## config.mk

```make
export PLATFORM = sky130hd
export DESIGN_NAME = max_profit_k_trades_fee
export DESIGN_NICKNAME = d
export VERILOG_FILES = /design/src/rtl/mktf_pkg.sv /design/src/rtl/mktf_ctrl.sv /design/src/rtl/mktf_dp.sv /design/src/rtl/max_profit_k_trades_fee.sv
export SDC_FILE = /design/constraint.sdc
export NUM_CORES = 1
export LEC_CHECK = 0
export ABC_AREA = 1
export BUFFER_PORTS_ARGS = -buffer_cell sky130_fd_sc_hd__buf_2
export CORE_ASPECT_RATIO = 1.4
export CORE_MARGIN = 5
export CORE_UTILIZATION = 40
export CTS_BUF_LIST = sky130_fd_sc_hd__clkbuf_16
export CTS_CLUSTER_DIAMETER = 80
export DETAILED_ROUTE_END_ITERATION = 8
export HOLD_SLACK_MARGIN = 0.08
export PLACE_DENSITY_LB_ADDON = 0.15
export RECOVER_POWER = 100
export SLEW_MARGIN = 5
export SYNTH_ARGS = -nofsm -noshare
export SYNTH_HDL_FRONTEND = slang
export SYNTH_SLANG_ARGS = --single-unit
```

## constraint.sdc

```tcl
create_clock -name clk -period 11 [get_ports clk]
set_clock_uncertainty 0.1 [all_clocks]
set_input_delay 2.2 -clock clk [delete_from_list [all_inputs] [get_ports clk]]
set_output_delay 2.2 -clock clk [all_outputs]
set_load 0.02 [all_outputs]
```

## src/rtl/mktf_pkg.sv

```systemverilog
// ----------------------------------------------------------------------------
// mktf_pkg
// Shared types, constants and helpers for the k-trade profit tracker.
// ----------------------------------------------------------------------------
package mktf_pkg;

	localparam int MAX_TRADES_LIMIT_DEF = 16;
	localparam int MAX_TRADES_W         = 5;
	localparam int FEE_W                = 16;
	localparam int PRICE_W              = 16;
	localparam int VALUE_W              = 32;
	localparam int PROFIT_W             = 31;
	localparam int CFG_INDEX_W          = 2;
	localparam int CFG_DATA_W           = 16;

	localparam logic [MAX_TRADES_W-1:0] MAX_TRADES_RST = MAX_TRADES_W'(2);
	localparam logic [FEE_W-1:0]        TRADE_FEE_RST  = '0;

	typedef enum logic [CFG_INDEX_W-1:0] {
		CFG_MAX_TRADES = 2'd0,
		CFG_TRADE_FEE  = 2'd1
	} cfg_reg_t;

	typedef struct packed {
		logic start;
		logic run;
		logic load;
	} mktf_cmd_t;

	typedef struct packed {
		logic last_slot;
	} mktf_sts_t;

	function automatic logic signed [VALUE_W-1:0] sat34(input logic signed [33:0] v);
		logic signed [33:0] hi;
		logic signed [33:0] lo;
		hi = 34'sh0_7FFF_FFFF;
		lo = -34'sh0_8000_0000;
		if (v > hi)
			return 32'sh7FFF_FFFF;
		else if (v < lo)
			return 32'sh8000_0000;
		else
			return v[VALUE_W-1:0];
	endfunction

endpackage

```

## src/rtl/mktf_ctrl.sv

```systemverilog
// ----------------------------------------------------------------------------
// mktf_ctrl
// Sequencer: takes an item, runs the slot pass, then hands the result to the
// output register.
// ----------------------------------------------------------------------------
module mktf_ctrl (
	input  logic               clk,
	input  logic               arst_n,
	input  logic               in_valid,
	output logic               in_ready,
	output logic               out_valid,
	input  logic               out_ready,
	input  mktf_pkg::mktf_sts_t sts,
	output mktf_pkg::mktf_cmd_t cmd
);
	import mktf_pkg::*;

	typedef enum logic [2:0] {
		ST_IDLE = 3'b001,
		ST_RUN  = 3'b010,
		ST_HOLD = 3'b100
	} state_t;

	state_t state_q;
	state_t state_d;
	logic   out_valid_q;
	logic   out_free;

	assign out_free  = !out_valid_q || out_ready;
	assign in_ready  = (state_q == ST_IDLE);
	assign out_valid = out_valid_q;

	always_comb begin
		state_d   = state_q;
		cmd.start = 1'b0;
		cmd.run   = 1'b0;
		cmd.load  = 1'b0;
		case (state_q)
			ST_IDLE: begin
				if (in_valid) begin
					cmd.start = 1'b1;
					state_d   = ST_RUN;
				end
			end
			ST_RUN: begin
				cmd.run = 1'b1;
				if (sts.last_slot) begin
					if (out_free) begin
						cmd.load = 1'b1;
						state_d  = ST_IDLE;
					end else begin
						state_d = ST_HOLD;
					end
				end
			end
			ST_HOLD: begin
				if (out_free) begin
					cmd.load = 1'b1;
					state_d  = ST_IDLE;
				end
			end
			default: begin
				state_d = ST_IDLE;
			end
		endcase
	end

	always_ff @(posedge clk or negedge arst_n) begin
		if (!arst_n) begin
			state_q     <= ST_IDLE;
			out_valid_q <= 1'b0;
		end else begin
			state_q <= state_d;
			if (cmd.load)
				out_valid_q <= 1'b1;
			else if (out_ready)
				out_valid_q <= 1'b0;
		end
	end

endmodule

```

## src/rtl/mktf_dp.sv

```systemverilog
// ----------------------------------------------------------------------------
// mktf_dp
// Datapath: config registers, slot store and the shared add-compare unit,
// one slot per cycle, plus the result and output registers.
// ----------------------------------------------------------------------------
module mktf_dp #(
	parameter int MAX_TRADES_LIMIT = mktf_pkg::MAX_TRADES_LIMIT_DEF
) (
	input  logic                                 clk,
	input  logic                                 arst_n,
	input  logic                                 cfg_valid,
	input  logic [mktf_pkg::CFG_INDEX_W-1:0]     cfg_index,
	input  logic [mktf_pkg::CFG_DATA_W-1:0]      cfg_data,
	input  logic [mktf_pkg::PRICE_W-1:0]         price,
	input  logic                                 first_day,
	input  mktf_pkg::mktf_cmd_t                  cmd,
	output mktf_pkg::mktf_sts_t                  sts,
	output logic [mktf_pkg::PROFIT_W-1:0]        best_profit
);
	import mktf_pkg::*;

	localparam int SLOT_W = (MAX_TRADES_LIMIT > 1) ? $clog2(MAX_TRADES_LIMIT) : 1;
	localparam int KW     = $clog2(MAX_TRADES_LIMIT + 1);
	localparam int CW     = (KW > MAX_TRADES_W) ? KW : MAX_TRADES_W;
	localparam logic [SLOT_W-1:0] LAST_SLOT = SLOT_W'(MAX_TRADES_LIMIT - 1);
	localparam logic [CW-1:0]     K_LIMIT   = CW'(MAX_TRADES_LIMIT);

	logic [MAX_TRADES_W-1:0] max_trades_q;
	logic [FEE_W-1:0]        trade_fee_q;
	logic                    started_q;

	logic signed [VALUE_W-1:0] hold_q [MAX_TRADES_LIMIT];
	logic signed [VALUE_W-1:0] free_q [MAX_TRADES_LIMIT];

	logic [SLOT_W-1:0]         slot_q;
	logic [CW-1:0]             k_q;
	logic                      first_q;
	logic [PRICE_W-1:0]        price_q;
	logic signed [16:0]        pmf_q;
	logic signed [VALUE_W-1:0] prev_free_q;
	logic [PROFIT_W-1:0]       res_q;
	logic [PROFIT_W-1:0]       best_profit_q;

	logic [CW-1:0]             k_ext;
	logic signed [VALUE_W-1:0] hold_rd;
	logic signed [VALUE_W-1:0] free_rd;
	logic signed [VALUE_W-1:0] sell;
	logic signed [VALUE_W-1:0] buy;
	logic signed [VALUE_W-1:0] new_free;
	logic signed [VALUE_W-1:0] new_hold;
	logic                      capture;
	logic [PROFIT_W-1:0]       cap_val;
	logic [PROFIT_W-1:0]       res_now;

	// config registers
	always_ff @(posedge clk or negedge arst_n) begin
		if (!arst_n) begin
			max_trades_q <= MAX_TRADES_RST;
			trade_fee_q  <= TRADE_FEE_RST;
		end else if (cfg_valid) begin
			case (cfg_index)
				CFG_MAX_TRADES: max_trades_q <= cfg_data[MAX_TRADES_W-1:0];
				CFG_TRADE_FEE:  trade_fee_q  <= cfg_data[FEE_W-1:0];
				default: begin
				end
			endcase
		end
	end

	assign k_ext = CW'(max_trades_q);

	// shared add-compare unit
	assign hold_rd = hold_q[slot_q];
	assign free_rd = free_q[slot_q];
	assign sell = sat34(34'(hold_rd) + 34'(pmf_q));
	assign buy  = sat34(34'(prev_free_q) - $signed({18'd0, price_q}));
	assign new_free = first_q ? '0 : ((sell > free_rd) ? sell : free_rd);
	assign new_hold = first_q ? -$signed({16'd0, price_q}) :
	                            ((buy > hold_rd) ? buy : hold_rd);

	assign sts.last_slot = (slot_q == LAST_SLOT);
	assign capture = cmd.run && (k_q != '0) && ((CW'(slot_q) + CW'(1)) == k_q);
	assign cap_val = new_free[VALUE_W-1] ? '0 : new_free[PROFIT_W-1:0];
	assign res_now = capture ? cap_val : res_q;

	always_ff @(posedge clk or negedge arst_n) begin
		if (!arst_n)
			started_q <= 1'b0;
		else if (cmd.start)
			started_q <= 1'b1;
	end

	always_ff @(posedge clk) begin
		if (cmd.start) begin
			slot_q      <= '0;
			k_q         <= (k_ext > K_LIMIT) ? K_LIMIT : k_ext;
			first_q     <= first_day || !started_q;
			price_q     <= price;
			pmf_q       <= $signed({1'b0, price}) - $signed({1'b0, trade_fee_q});
			prev_free_q <= '0;
			res_q       <= '0;
		end else if (cmd.run) begin
			hold_q[slot_q] <= new_hold;
			free_q[slot_q] <= new_free;
			prev_free_q    <= new_free;
			res_q          <= res_now;
			slot_q         <= slot_q + SLOT_W'(1);
		end
		if (cmd.load)
			best_profit_q <= res_now;
	end

	assign best_profit = best_profit_q;

endmodule

```

## src/rtl/max_profit_k_trades_fee.sv

```systemverilog
// ----------------------------------------------------------------------------
// max_profit_k_trades_fee
// Flow: an accepted item runs a pass over all MAX_TRADES_LIMIT trade slots on the
// single add-compare unit, one trade slot per cycle; a new item is taken only once
// the result of the last has been loaded into the output register.
// Reset: arst_n clears control, config to defaults and the series flag; the
// first item after reset always opens a new series.
// ----------------------------------------------------------------------------
module max_profit_k_trades_fee #(
	parameter int MAX_TRADES_LIMIT = mktf_pkg::MAX_TRADES_LIMIT_DEF
) (
	input  logic                              clk,
	input  logic                              arst_n,
	input  logic                              cfg_valid,
	output logic                              cfg_ready,
	input  logic [mktf_pkg::CFG_INDEX_W-1:0]  cfg_index,
	input  logic [mktf_pkg::CFG_DATA_W-1:0]   cfg_data,
	input  logic                              in_valid,
	output logic                              in_ready,
	input  logic [mktf_pkg::PRICE_W-1:0]      price,
	input  logic                              first_day,
	output logic                              out_valid,
	input  logic                              out_ready,
	output logic [mktf_pkg::PROFIT_W-1:0]     best_profit
);
	import mktf_pkg::*;

	mktf_cmd_t cmd;
	mktf_sts_t sts;

	assign cfg_ready = 1'b1;

	mktf_ctrl u_ctrl (
		.clk       (clk),
		.arst_n    (arst_n),
		.in_valid  (in_valid),
		.in_ready  (in_ready),
		.out_valid (out_valid),
		.out_ready (out_ready),
		.sts       (sts),
		.cmd       (cmd)
	);

	mktf_dp #(
		.MAX_TRADES_LIMIT (MAX_TRADES_LIMIT)
	) u_dp (
		.clk         (clk),
		.arst_n      (arst_n),
		.cfg_valid   (cfg_valid),
		.cfg_index   (cfg_index),
		.cfg_data    (cfg_data),
		.price       (price),
		.first_day   (first_day),
		.cmd         (cmd),
		.sts         (sts),
		.best_profit (best_profit)
	);

endmodule

```

* After elaboration in Yosys (flattened, before gate mapping)
Memory sizes are Yosys's and may differ from the RTL's. A register that Yosys moved wholly into a read port is not among the register bits. Cells that the tools add are included.
Storage, ports and cells: bits in writable memories 1024, output and inout port bits 34, input port bits 40, memories kept 2, flip-flop bits (word level) 163
Operators by class: magnitude comparators 7, equal/unequal tests 9, reductions and logical operators 12, add/sub/neg operators 6, mux-type cells 30
Memory list:
- u_dp.free_q | words 16, bits a word 32, rd ports 1, clocked after Yosys merged registers in 1, write ports 1, RTL line mktf_dp.sv:33 | logic signed [VALUE_W-1:0] free_q [MAX_TRADES_LIMIT];
- u_dp.hold_q | words 16, bits a word 32, rd ports 1, clocked after Yosys merged registers in 1, write ports 1, RTL line mktf_dp.sv:32 | logic signed [VALUE_W-1:0] hold_q [MAX_TRADES_LIMIT];
Operators with widths (number):
- two-way mux 32 bit | 8
- > comparator 34 x 32 -> 1 bit, second input constant | 2
- < comparator 34 x 32 -> 1 bit, second input constant | 2
- > comparator 32 bit | 2
- two-way mux 31 bit | 2
- adder 32 x 17 -> 33 bit | 1
- subtractor 32 x 17 -> 33 bit | 1
- negator 16 -> 32 bit | 1
- subtractor 16 x 16 -> 17 bit | 1
- two-way mux 4 bit | 4
- two-way mux 3 bit | 4
- two-way mux 1 bit | 10
- case mux 3 bit (3 select lines) | 1
- adder 4 x 1 -> 5 bit, second input constant | 1
- equality test 5 bit | 1
- > comparator 5 bit, second input constant | 1
- nonzero test 5 bit | 1
- adder 4 x 1 -> 4 bit, second input constant | 1
- equality test 4 bit, second input constant | 1
- != test 2 bit, second input constant | 2
- AND reduction 2 bit | 2
- equality test 3 x 1 -> 1 bit, second input constant | 1
- equality test 3 x 2 -> 1 bit, second input constant | 1
- equality test 3 bit, second input constant | 1
- 9 further kinds | 12

* Logic depth before layout (Yosys ltp)
Gate-level depths: netlist (run 1).
word-level depth 9, depth in mapped cells 51, gate-level depth less buffers 45

* Cells and area by module
A second synthesis (run 1) with hierarchy kept.
Unflattened totals: cell total of the unflattened synthesis 4842, area total of the unflattened synthesis 55110.4 um^2
Modules (own cells, without submodules):
- mktf_dp | sequential area each 34824.6 um^2, instances 1, area each 54856.4 um^2, cells an instance 4806
- mktf_ctrl | sequential area each 101.3 um^2, instances 1, area each 242.7 um^2, cells an instance 34
- max_profit_k_trades_fee | sequential area each 0.0 um^2, instances 1, area each 11.3 um^2, cells an instance 2

* Worst setup path after synthesis (run 1)
No wires, ideal clock.
path type flip-flop to flip-flop, start point reg u_ctrl.state_q[2], end point reg u_dp.best_profit_q[0], in the netlist u_dp.best_profit[0] (enable), path slack 3.516 ns, required time 10.481 ns, data arrival time 6.965 ns, cell stages (with the launch flop) 7, setup time 0.419 ns, path through dfrtp_1 > nor3_1 > inv_1 > clkbuf_1 > nor3_1 > a31oi_1 > nor2_1
RTL lines:
- from (decl) | RTL line mktf_ctrl.sv:24 | state_t state_q;
- from (signal assigned) | RTL line mktf_ctrl.sv:73 | state_q <= state_d;
- to (signal assigned) | RTL line mktf_dp.sv:110 | best_profit_q <= res_now;
- to (decl) | RTL line mktf_dp.sv:42 | logic [PROFIT_W-1:0] best_profit_q;

* Worst setup path after layout (run 1)
start point reg u_ctrl.state_q[2], end point mem u_dp.hold_q[0][27] (enable)
Between the ends: longest elaborated chain between the ends 5
RTL lines:
- equality test 3 x 2 -> 1 bit | RTL line mktf_ctrl.sv:38 | case (state_q)
- two-way mux 1 bit | RTL line mktf_ctrl.sv:38
- two-way mux 1 bit | RTL line mktf_dp.sv:102 | end else if (cmd.run) begin
- two-way mux 1 bit (*) | RTL line mktf_dp.sv:94 | if (cmd.start) begin
- two-way mux 1 bit (implied by the code) (*) | RTL line mktf_dp.sv:103 | hold_q[slot_q] <= new_hold;
- to (decl) | RTL line mktf_dp.sv:32
Mark *: on every way between the ends. The rest lies on a longest branch, timed or not.

==> impl_results.md, run 1 <==
* Status: finished, violations left
* Failing checks: capacitance limit, slew limit
* Synth warnings at 0
* Worst hold path type: register to register
* Clock-pin slew on the worst setup and hold paths at 0.07 ns
* Skew-Pair Late Insertion Delay at 0.73 ns
* WL per Instance at 24.1 µm
* CP Data Required Time at 11.17 ns
* Achievable frequency at 107 MHz
* Detail Placement HPWL at 97.5 mm
* Min Tclk post-route at 9.34 ns
* Initial antenna violation count at 4
* Num rows at 160
* Share of the synthesized area in the top cell type at 0.601
* Root buffer cell: clkbuf_16
* Leading cell types by total area after synthesis: edfxtp_1 60%, mux2i_1 4.7%, nand2_1 4.4%
* Drt first pass iters at 6
* Cts hold-fix bufs at 0
* RSZ-0062 raised after global routing: false
* Setup TNS at 0 ns
* Register bit total from synthesis at 1191
* Netlist cell types at 48
* Starting DRT DRC Count at 3419
* Max_cap viols at 41
* First-pass GRT wire length at 237 mm
* Die width at 322 µm
* Share of cells above drive strength 1 at 0.0498
* DR vias at 36100
* Clock Sinks at 1191
* CTS tree: built
* Initial Utilization at 0.403
* CORE AREA at 0.136 mm²
* Largest area contributor in the netlist: edfxtp_1
* Worst slew margin at -2.11
* Seq/Total Area, Yosys at 0.639
* Max clock buf depth at 3
* CTS H-tree depth at 3
* # DRC at 0
* Post-layout nets at 5007
* Total track usage at 0.221
* Worst Max-Slew Pin Slew at 4.66 ns
* Remaining Overflow, GRT at 0
* Final Max Slew Viols at 1300
* Synth Cell Area at 0.0546 mm²
* Area grow syn2layout at 9.48%
* Number of port buffers at 72
* Die ar. at 0.144 mm²
* Synth Net Count at 4998
* Final hold viol count at 0
* CTS buffer count at 110
* Die height at 447 µm
* Synth Instances at 4821
* WS Path Type: register to register
* CTS resizes at 0
* Vias per Instance at 5.39
* Endpoint type of the worst setup path: register
* Tcrit/Tclk final at 0.849
* Antenna Nets Post-Route at 0
* Filler cells at 12800
* CP Max Fanout at 72
* Routability cong. at 0.967
* Setup Buffers After CTS at 0
* Final Setup Violations at 0
* Top Ports at 74
* Vias in the first global route at 35300
* Avg Inst Size Synth at 11.3 µm²
* Worst EP arrival at 9.51 ns
* Largest net degree at the start of global routing at 146
* Startpoint Class: register
* Drt total wl at 162 mm
==> synthesized netlist by cell type, drive strengths merged <==
library cell,count
edfxtp,1094
nand2,645
inv,635
a21oi,454
o21ai,406
o211ai,258
mux2i,254
nor2,237
nand3,197
clkbuf,135
ha,134
buf,109
dfxtp,71
xor2,45
nor3,25
dfrtp,24
nand4,22
xnor2,20
o21bai,11
nor4,10
a21o,6
o21a,4
and2,3
fa,3
a21boi,2
a31oi,2
dfstp,2
mux2,2
nand3b,2
o31ai,2
or2,2
a211oi,1
and3,1
conb,1
nor3b,1
o2111ai,1
==> path summary, 6_finish.rpt <==
path                                               start                               end  slack, ns  depth (start not counted)
max                        u_ctrl.state_q[2]$_DFFE_PN0P_      u_dp.hold_q[0][27]$_DFFE_PP_       1.66                          6
min                           u_dp.started_q$_DFFE_PN0P_        u_dp.started_q$_DFFE_PN0P_       0.36                          2
max reg2reg                u_ctrl.state_q[2]$_DFFE_PN0P_      u_dp.hold_q[0][27]$_DFFE_PP_       1.66                          6
min reg2reg                   u_dp.started_q$_DFFE_PN0P_        u_dp.started_q$_DFFE_PN0P_       0.36                          2
max in group asynchronous                         arst_n  u_dp.trade_fee_q[15]$_DFFE_PN0P_       8.26                          1
min in group asynchronous                         arst_n     u_ctrl.state_q[1]$_DFFE_PN0P_       1.70                          1
==> worst max-delay path: stages, from the launching register on <==
cell	delay, ns
dfrtp_1	0.40
nor3_1	0.35
clkbuf_1	2.16
nand2_1	0.64
nor2_4	0.23
clkbuf_1	2.80
clkbuf_1	2.19
==> layout by cell type, fill, tap and decap left out, drive strengths merged, types with 2 or more instances in the layout <==
cell | netlist | layout
o21a | 4 | 4
and2 | 3 | 3
buf | 109 | 55
o21ai | 406 | 406
ha | 134 | 134
clkbuf | 135 | 198
o31ai | 2 | 2
nor2 | 237 | 237
a21oi | 454 | 454
nand3b | 2 | 2
nand3 | 197 | 197
nor4 | 10 | 10
inv | 635 | 669
bufinv | 0 | 7
mux2i | 254 | 254
mux2 | 2 | 2
xnor2 | 20 | 20
clkinv | 0 | 50
dfrtp | 24 | 24
nand4 | 22 | 22
dfstp | 2 | 2
o21bai | 11 | 11
a21boi | 2 | 2
or2 | 2 | 2
fa | 3 | 3
xor2 | 45 | 45
nand2 | 645 | 645
o211ai | 258 | 258
a21o | 6 | 6
nor3 | 25 | 25
edfxtp | 1094 | 1094
dfxtp | 71 | 71
a31oi | 2 | 2
==> cell families (layout without fill, tap and decap cells) <==
logic type      count (synthesis)  count (layout)  share of synthesized area
compound gates               1147            1147                      0.118
xor+xnor                       65              65                     0.0104
fa+ha+maj                     137             137                     0.0318
buf+inv                       879             980                     0.0669
flops                        1191            1191                      0.639
mux                           256             256                     0.0469
other cells                     1               2                  0.0000686
simple gates                 1145            1145                     0.0867
==> sequential cells by signal, indices dropped and copies added (netlist names), named ones only <==
name and flops:
u_dp.hold_q 512, u_dp.k_q 5, u_ctrl.state_q 3, u_dp.best_profit 31, u_dp.prev_free_q 32, u_dp.started_q 1, u_dp.k_ext 5, u_dp.price_q 16
u_ctrl.out_valid 1, u_dp.slot_q 4, u_dp.trade_fee_q 16, u_dp.res_q 31, u_dp.pmf_q 17, u_dp.free_q 512, u_dp.first_q 1
==> cell type report <==
class                      instances  area [µm²]  share of cell area
sequential                      1191       34900               0.584
multi-input combinational       2751       16100               0.269
clock buffer                     112        2800              0.0468
inverter                         635        2400              0.0400
tap                             1782        2230              0.0373
timing repair buffer             141         742              0.0124
clock inverter                    92         634              0.0106
antenna                            1        2.50           0.0000418
==> per-layer routing <==
layer / GRT usage / routed length (µm)
met4: 0.0700 / 5400
met3: 0.0215 / 7760
met5: 0 / 0
met1: 0.296 / 69200
met2: 0.380 / 79500
==> stage by stage <==
step | instance area, µm² | hold slack (ns) | cells | setup slack [ns] | util
after CTS | 60100 | 0.362 | 6704 | 2.74 | 0.443
after global placement | 56700 | 0.333 | 6500 | 2.77 | 0.418
final | 59800 | 0.358 | 6705 | 1.66 | 0.441
after detailed placement | 56700 | 0.346 | 6500 | 2.77 | 0.418
after global routing | 59800 | 0.383 | 6705 | 1.14 | 0.441
after floorplan | 54600 | 0.318 | 4821 | 3.52 | -
Power of run 1 is not shown: default switching activity piles up to over one toggle a cycle in this logic, so the estimate is an artifact.
==> inputs of run 2 (changes only) <==
==> constraint.sdc (replaced) <==
create_clock -name clk -period 8.6 [get_ports clk]
set_clock_uncertainty 0.1 [all_clocks]
set_input_delay 1.72 -clock clk [delete_from_list [all_inputs] [get_ports clk]]
set_output_delay 1.72 -clock clk [all_outputs]
set_load 0.02 [all_outputs]
==> run 2 against run 1 <==
The flow still finishes with violations (capacitance limit, slew limit); first-iteration DRC count shrank 9.7%; count of clock-buffer cells in the layout grew 3; global-route usage is essentially flat; wire length grew 0.16%; non-clock buffer count grew 8; via count shrank 0.12%; critical path type unchanged; highest routed layer unchanged.
==> impl_results.md, run 2 (synthesis gave the netlist of run 1 again) <==
* Worst slew margin at -1.80 (was -2.11)
* Vias in the first global route at 35000 (was 35300)
* Starting DRT DRC Count at 3088 (was 3419)
* Die ar. at 0.144 mm² (unchanged)
* Crit path cell chain: nor3_1 -> clkbuf_1 -> nand2_1 -> nor2_4 -> clkbuf_1 -> clkbuf_4 (was nor3_1 -> clkbuf_1 -> nand2_1 -> nor2_4 -> clkbuf_1 -> clkbuf_1)
* Drt first pass iters at 6 (unchanged)
* Grt peak-use layer: met2 (unchanged)
* RSZ-0062 raised after global routing: false (unchanged)
* Endpoint type of the worst setup path: register (unchanged)
* Most common cell after layout, fill and taps aside: edfxtp_1 (unchanged)
* Met1 Use GR at 0.293 (was 0.296)
* WS Path Type: register to register (unchanged)
* Top Ports at 74 (unchanged)
* Tcrit/Tclk final at 0.892 (was 0.849)
* Root buffer cell: clkbuf_16 (unchanged)
* Max clock buf depth at 3 (unchanged)
* Detail Placement HPWL at 98.2 mm (was 97.5 mm)
* FF/Latch Area at 0.0349 mm² (unchanged)
* Worst hold path type: register to register (unchanged)
* CP Data Required Time at 8.83 ns (was 11.17 ns)
* DR vias at 36100 (about the same)
* Routability cong. at 0.953 (was 0.967)
* Final Max Slew Viols at 1004 (was 1300)
* Min Tclk post-route at 7.67 ns (was 9.34 ns)
* Initial antenna violation count at 9 (was 4)
* Remaining Overflow, GRT at 0 (unchanged)
* CTS H-tree depth at 3 (unchanged)
* Total track usage at 0.221 (about the same)
* CTS tree: built (unchanged)
* CORE AREA at 0.136 mm² (unchanged)
* Largest regs: u_dp.free_q: 512 flops, u_dp.hold_q: 512 flops, u_dp.prev_free_q: 32 flops (unchanged)
* Status: finished, violations left (unchanged)
* Final Setup Violations at 0 (unchanged)
* Setup TNS at 0 ns (unchanged)
* Worst Max-Slew Pin Slew at 4.21 ns (was 4.66 ns)
* Vias per Instance at 5.37 (was 5.39)
* GR Util met2 at 0.380 (about the same)
* Worst EP arrival at 7.90 ns (was 9.51 ns)
* Achievable frequency at 130 MHz (was 107 MHz)
* CP Max Fanout at 68 (was 72)
* Post-layout nets at 5016 (was 5007)
* Die width at 322 µm (unchanged)
* CTS resizes at 0 (unchanged)
* Clock Sinks at 1191 (unchanged)
* Number of port buffers at 72 (unchanged)
* CTS buffer count at 111 (was 110)
* Max_cap viols at 30 (was 41)
* Die height at 447 µm (unchanged)
* Largest net degree at the start of global routing at 162 (was 146)
* Share of cells above drive strength 1 at 0.0551 (was 0.0498)
* Area of the multi-input gates at 0.0161 mm² (about the same)
* WL per Instance at 24.1 µm (about the same)
* Failing checks: capacitance limit, slew limit (unchanged)
* Clock-pin slew on the worst setup and hold paths at 0.06 ns (was 0.07 ns)
* Antenna Nets Post-Route at 0 (unchanged)
* Met3 GRT Util at 0.0300 (was 0.0215)
* Cts hold-fix bufs at 0 (unchanged)
* Initial Utilization at 0.403 (unchanged)
* Startpoint Class: register (unchanged)
* Commonest non-fill, non-tap cells in the layout: 1094 x edfxtp_1, 643 x inv_1, 641 x nand2_1 (was 1094 x edfxtp_1, 644 x inv_1, 642 x nand2_1)
* Skew-Pair Late Insertion Delay at 0.73 ns (about the same)
* Drt total wl at 162 mm (about the same)
* Num rows at 160 (unchanged)
* Setup Buffers After CTS at 0 (unchanged)
* Most used cell, CP: clkbuf_1 (unchanged)
* Max incr delay on CP at 2.12 ns (was 2.80 ns)
* Final hold viol count at 0 (unchanged)
* # DRC at 0 (unchanged)
* Area grow syn2layout at 9.97% (was 9.48%)
* First-pass GRT wire length at 237 mm (about the same)
* CP max-delay cell: clkbuf_1 (unchanged)
* Filler cells at 12800 (about the same)
run 2: final timing paths:
check | startpoint | end | slack (ns) | depth (start not counted)
min in group asynchronous | arst_n | u_ctrl.state_q[2]$_DFFE_PN0P_ | 1.19 | 1
hold / removal | u_dp.started_q$_DFFE_PN0P_ | u_dp.started_q$_DFFE_PN0P_ | 0.35 | 2
hold reg to reg | u_dp.started_q$_DFFE_PN0P_ | u_dp.started_q$_DFFE_PN0P_ | 0.35 | 2
setup reg to reg | u_ctrl.state_q[2]$_DFFE_PN0P_ | u_dp.free_q[2][22]$_DFFE_PP_ | 0.93 | 6
max in group asynchronous | arst_n | u_ctrl.state_q[1]$_DFFE_PN0P_ | 6.38 | 1
setup / recovery | u_ctrl.state_q[2]$_DFFE_PN0P_ | u_dp.free_q[2][22]$_DFFE_PP_ | 0.93 | 6
run 2: layout make-up:
type | count | share of cell area
diodes | 4 | 0.000167
clock buffers | 115 | 0.0479
clock inverters | 93 | 0.0106
inverters | 635 | 0.0399
multi-input cells | 2751 | 0.268
flip-flops and latches | 1191 | 0.581
well taps | 1782 | 0.0371
repair buffers | 149 | 0.0146
run 2: metal layers:
metal	vias to the layer above	share of wire
li1	17000	-
met1	17900	0.43
met2	992	0.49
met3	231	0.052
met4	0	0.031
met5	-	0
run 2: per-stage QoR:
stage | util | worst slack [ns] | hold WS (ns) | instance area, µm² | std cells
after detailed placement | 0.419 | 1.49 | 0.341 | 56800 | 6508
after floorplan | - | 1.12 | 0.318 | 54600 | 4821
after global routing | 0.443 | 0.480 | 0.368 | 60100 | 6718
final | 0.443 | 0.929 | 0.352 | 60100 | 6720
after CTS | 0.444 | 1.51 | 0.357 | 60300 | 6716
after global placement | 0.419 | 1.58 | 0.330 | 56800 | 6508
run 2: worst max-delay path, delay by kind of cell (launching register included):
kind	cells	cell delay (ns)
and+or+nand+nor	3	1.72
DFF	1	0.41
buffers and inverters	3	4.93
Power of run 2 is left out for the same reason.
